===== src/hdl/ckmt_pkg.sv =====
package ckmt_pkg;

    localparam int SLOTS      = 4096;
    localparam int ADDR_W     = $clog2(SLOTS);
    localparam int FILL_W     = $clog2(SLOTS + 1);
    localparam int KMER_LEN   = 31;
    localparam int KEY_W      = 62;
    localparam int WORD_W     = 2 * KMER_LEN;
    localparam int RUN_W      = 5;
    localparam int RUN_MAX    = 31;
    localparam int METRICS    = 13;
    localparam int MIDX_W     = 4;
    localparam int CNT_W      = 32;
    localparam int VAL_W      = 64;
    localparam int GRP_W      = 7;
    localparam int Q_OFFSET   = 33;
    localparam int MINQ_RESET = 20;
    localparam int PADDR_W    = 3;

    localparam logic [GRP_W-1:0] MASK_AB_OTHER = 7'd67;
    localparam logic [GRP_W-1:0] ONLY_A        = 7'd1;
    localparam logic [GRP_W-1:0] ONLY_B        = 7'd2;
    localparam logic [GRP_W-1:0] ONLY_OTHER    = 7'd64;

    localparam int M_A_ONLY     = 7;
    localparam int M_B_ONLY     = 8;
    localparam int M_OTHER_ONLY = 9;
    localparam int M_AB_AMB     = 10;
    localparam int M_LS_AMB     = 11;
    localparam int M_ALL        = 12;

    typedef enum logic [2:0] {
        ACT_LOAD        = 3'd0,
        ACT_BASE        = 3'd1,
        ACT_START       = 3'd2,
        ACT_END         = 3'd3,
        ACT_READ_COUNT  = 3'd4,
        ACT_READ_METRIC = 3'd5
    } t_action;

    typedef enum logic [2:0] {
        ST_IDLE,
        ST_SCAN,
        ST_FLUSH,
        ST_SUMMARY,
        ST_RDCNT,
        ST_RDOUT
    } t_state;

    typedef struct packed {
        logic [2:0]       action;
        logic [KEY_W-1:0] marker_key;
        logic [GRP_W-1:0] group_mask;
        logic [7:0]       symbol;
        logic [7:0]       quality_char;
        logic             new_fragment;
        logic [11:0]      index;
    } t_cmd;

    typedef struct packed {
        logic             kind;
        logic [GRP_W-1:0] group_bits;
        logic             a_only;
        logic             b_only;
        logic             other_only;
        logic             ab_ambiguous;
        logic             ls_ambiguous;
        logic [VAL_W-1:0] value;
    } t_res;

    typedef struct packed {
        logic [ADDR_W-1:0] rd_addr;
        logic [ADDR_W-1:0] wr_addr;
        logic              key_we;
        logic [KEY_W-1:0]  key_wd;
        logic [GRP_W-1:0]  grp_wd;
        logic              cnt_we;
        logic [CNT_W-1:0]  cnt_wd;
        logic              hit_we;
        logic              hit_wd;
    } t_tbl_ctl;

    typedef struct packed {
        logic [KEY_W-1:0] key;
        logic [GRP_W-1:0] grp;
        logic [CNT_W-1:0] cnt;
        logic             hit;
    } t_tbl_rd;

    function automatic logic [2:0] base_code(input logic [7:0] ch);
        logic [2:0] r;
        case (ch)
            8'h41:   r = 3'b100;
            8'h43:   r = 3'b101;
            8'h47:   r = 3'b110;
            8'h54:   r = 3'b111;
            default: r = 3'b000;
        endcase
        return r;
    endfunction

endpackage


===== src/hdl/ckmt_kmer.sv =====
module ckmt_kmer (
    input  logic                       i_clk,
    input  logic                       i_rst_n,
    input  logic                       i_shift,
    input  logic                       i_clear,
    input  logic [1:0]                 i_code,
    output logic [ckmt_pkg::KEY_W-1:0] o_canon,
    output logic                       o_full
);

    localparam logic [ckmt_pkg::WORD_W-1:0] WORD_MASK = '1;

    logic [ckmt_pkg::WORD_W-1:0] r_fw, n_fw, r_rv, n_rv;
    logic [ckmt_pkg::RUN_W-1:0]  r_run, n_run;
    logic [ckmt_pkg::WORD_W-1:0] rc_in;

    always_comb begin
        rc_in = '0;
        rc_in[ckmt_pkg::WORD_W-1 -: 2] = 2'd3 - i_code;
        n_fw  = r_fw;
        n_rv  = r_rv;
        n_run = r_run;
        if (i_clear) begin
            n_fw  = '0;
            n_rv  = '0;
            n_run = '0;
        end else if (i_shift) begin
            n_fw = ((r_fw << 2) | ckmt_pkg::WORD_W'(i_code)) & WORD_MASK;
            n_rv = (r_rv >> 2) | rc_in;
            if (r_run < ckmt_pkg::RUN_W'(ckmt_pkg::RUN_MAX)) begin
                n_run = r_run + 1'b1;
            end
        end
    end

    assign o_canon = (n_fw < n_rv) ? ckmt_pkg::KEY_W'(n_fw) : ckmt_pkg::KEY_W'(n_rv);
    assign o_full  = i_shift && !i_clear && (n_run >= ckmt_pkg::RUN_W'(ckmt_pkg::KMER_LEN));

    always_ff @(posedge i_clk) begin
        if (!i_rst_n) begin
            r_fw  <= '0;
            r_rv  <= '0;
            r_run <= '0;
        end else begin
            r_fw  <= n_fw;
            r_rv  <= n_rv;
            r_run <= n_run;
        end
    end

endmodule


===== config.mk =====
export PLATFORM = sky130hd
export DESIGN_NAME = ckmt_kmer
export DESIGN_NICKNAME = d
export VERILOG_FILES = /design/src/hdl/ckmt_pkg.sv /design/src/hdl/ckmt_kmer.sv
export SDC_FILE = /design/constraint.sdc
export NUM_CORES = 1
export LEC_CHECK = 0
export ABC_AREA = 1
export BUFFER_PORTS_ARGS = -buffer_cell sky130_fd_sc_hd__buf_2
export CAP_MARGIN = 20
export CORE_MARGIN = 2
export CORE_UTILIZATION = 40
export DETAILED_ROUTE_END_ITERATION = 8
export GPL_ROUTABILITY_DRIVEN = 0
export HOLD_SLACK_MARGIN = 0.02
export PLACE_DENSITY_LB_ADDON = 0.2
export RECOVER_POWER = 100
export SLEW_MARGIN = 20
export SYNTH_ARGS = -nofsm -noshare
export SYNTH_HDL_FRONTEND = slang
export SYNTH_SLANG_ARGS = --single-unit

===== constraint.sdc =====
create_clock -name i_clk -period 3.2 [get_ports i_clk]
set_input_delay 0 -clock i_clk [delete_from_list [all_inputs] [get_ports i_clk]]
set_output_delay 0 -clock i_clk [all_outputs]
set_load 0.005 [all_outputs]

==> impl_metrics.tcl <==
set metrics [dict create \
    grt_util_met3 0.03421 \
    crit_cells 17 \
    fmax_ghz 0.3345 \
    grt.met2_usage 0.3365 \
    setup_viol 0 \
    grt.met1_usage 0.2934 \
    clock_latency_ns 0.42 \
    yosys_warnings 0 \
    netlist_area_um2 7701 \
    slew_viol_final 0 \
    place.port_buffers 68 \
    register_area_um2 2582 \
    place_inst 1451 \
    grt_pass1_vias 7137 \
    top_usage_layer "met2" \
    worstHoldPathCells 6 \
    yosysUniqueCellTypes 35 \
    slew_headroom 0.5023 \
    min_from "i_code[0]" \
    drt-total-wl_um 20670 \
    fin_crit_sh 0.9342 \
    die_area_um2 20380 \
    final_antenna_net_count 0 \
    cp_top_family "simple AND/OR/NAND/NOR gates" \
    rows 50 \
    die_w_um 142.8 \
    syn_nets 1241 \
    cp-startpoint "r_rv[61]" \
    p_per_area_nw_per_um2 501.7 \
    multi_input_area_um2 4594 \
    start_kind "flip-flop" \
    grt.total_usage 0.2097 \
    n_fill_cell 1935 \
    final_hold_viol_count 0 \
    place_ws_ns 0.3401 \
    insertedDiodeCount 0 \
    path_cells "nor2_1 > nor3_2 > inv_1 > ha_1 > nand4_1 > inv_2 > nand2_1 > nor4_4 > nor3b_2 > buf_4 > nand2_4 > nand2_8 > buf_12 > buf_12 > nand2_1 > nand2_1 > buf_2" \
    power.switching_mw 1.367 \
    cp_num_buf_inv 6 \
    clockPowerShare 0.408 \
    finalNonFillerCells 1492 \
    pwr-share-seq 0.361 \
    fin_skew_ns 0.006315 \
    clock_sinks 129 \
    drive_gt1_frac 0.1630 \
    whs_ns 0.02596 \
    sw_frac_of_total 0.2925 \
    final_common_cell "nor2_1" \
    cp-end-kind "output pin" \
    crit_arrival_ns 2.99 \
    finalNetCount 1315 \
    viasPerCell 5.129 \
    gr-total-overflow 0 \
    grt_max_degree 73 \
    ios 69 \
    firstDrtPassIters 5 \
    clk_pin_slew_ns 0.05 \
    finalCriticalPeriod_ns 2.990 \
    cpPeakStageDelay_ns 0.34 \
    status "completed" \
    postPlaceCellArea_um2 8472 \
    area_growth_pct 20.97 \
    die_y_um 142.8 \
    initial_utilization 0.4103 \
    avgRoutedWirePerCell_um 13.86 \
    power_mw 4.674 \
    drt-initial-drc-count 538 \
    p_leak_nw 4.315 \
    tns_ns 0 \
    synth_cells 1173 \
    avgSynthCellArea_um2 6.565 \
    grt_pass1_wl_um 34870 \
    hold_class "primary input to flip-flop" \
    synth_seq_cells 129 \
    layout_common_cells "nor2_1, nand2_1, dfxtp_1" \
    clockRootBuffer "clkbuf_16" \
    cp_slowest_cell "ha_1" \
    post-route-drc-count 0 \
    cts_tree "yes" \
    comb_power_share 0.231 \
    stdcell_area_um2 9316 \
    critPathKind "flip-flop to output pin" \
    yosysSeqAreaShare 0.3353 \
    power.internal_mw 3.307 \
    cpMostUsedCell "nand2_1" \
    setup_ws_ns 0.2105 \
    coreArea_um2 18770 \
    crit_fanout 15 \
    cts_buffers 17 \
    r2r_cells 6 \
    place_hpwl_um 14240 \
    final_core_util 0.4964 \
    antenna_found_initial 0 \
    required_ns 3.20 \
    peakVddDrop_uv 399.2 \
    worstReg2RegStart "r_run[0]" \
    worst_pin_slew_ns 0.7466 \
    cts_max_level 4 \
    cts_max_path_buffers 2 \
    vias 7653 \
    max-cap-violations 0 \
]
repair_timing:
item                                    in CTS  in global routing
gates resized for setup                      0                 38
hold buffers                                 0                  0
buffers inserted                             0                 11
endpoints found under the setup margin       0                 62
worst paths after layout:
kind                       to  slack (ns)
setup / recovery  o_canon[32]        0.21
hold / removal       r_rv[60]        0.03
setup reg to reg     r_run[4]        2.01
hold reg to reg      r_fw[61]        0.53
synthesized netlist by cell type, drive strengths merged:
library cell	n	area (um2)
nand2	173	673.2
dfxtp	129	2582
buf	32	193.9
inv	80	300.3
nor3b	1	12.51
nor3	125	625.6
nand4	8	50.05
o21a	1	7.510
nor2	327	1230
ha	62	775.7
xor2	1	8.760
nand3	65	330.3
o21ai	15	75.07
a41oi	1	8.760
o211ai	2	15.01
nor4	63	409.1
a211oi	2	15.01
nand3b	1	7.510
clkbuf	49	183.9
or2	2	12.52
a21oi	33	176.4
a22oi	1	7.510
routing by layer:
metal	share of wire	routed length, um
met5	0	0
met4	0.013	262
met3	0.036	734
met2	0.46	9467
met1	0.49	10210
worst reg2reg max path, cell delays in order (launching register included):
cell	delay, ns
dfxtp_1	0.37
ha_1	0.16
nand2_1	0.07
nor2_1	0.15
o21ai_0	0.10
o21a_1	0.12
nor3_1	0.14
layout make-up:
cell class	count	share of cell area
clock inverters	5	0.008327
well taps	234	0.03143
flip-flops and latches	129	0.2772
repair buffers	136	0.1041
multi-input cells	883	0.4932
inverters	80	0.03263
clock buffers	25	0.05318
cells by family (layout without fill, tap and decap cells):
kind of cell,after synthesis,in the layout,synth area share
simple gates,765,765,0.4351
buf+inv,161,246,0.08806
flops,129,129,0.3353
fa+ha+maj,62,62,0.1007
compound gates,55,55,0.03964
xor+xnor,1,1,0.001137
power groups by stage:
| stage | logic [mW] | registers, mW | clock network [mW] |
|---|---|---|---|
| 6_report | 1.08 | 1.69 | 1.91 |
| 5_1_grt | 1.22 | 1.69 | 2.01 |
| 4_1_cts | 1.01 | 1.69 | 1.94 |
| 3_5_place_dp | 1.00 | 1.72 | 0 |
| 3_3_place_gp | 0.995 | 1.72 | 0 |
| 2_1_floorplan | 0.679 | 1.71 | 0 |
registers in the layout, indices dropped and copies added, names as in the netlist:
| register | count |
|---|---|
| r_fw | 62 |
| r_rv | 62 |
| r_run | 5 |
Power figures use the tool's default switching activity.
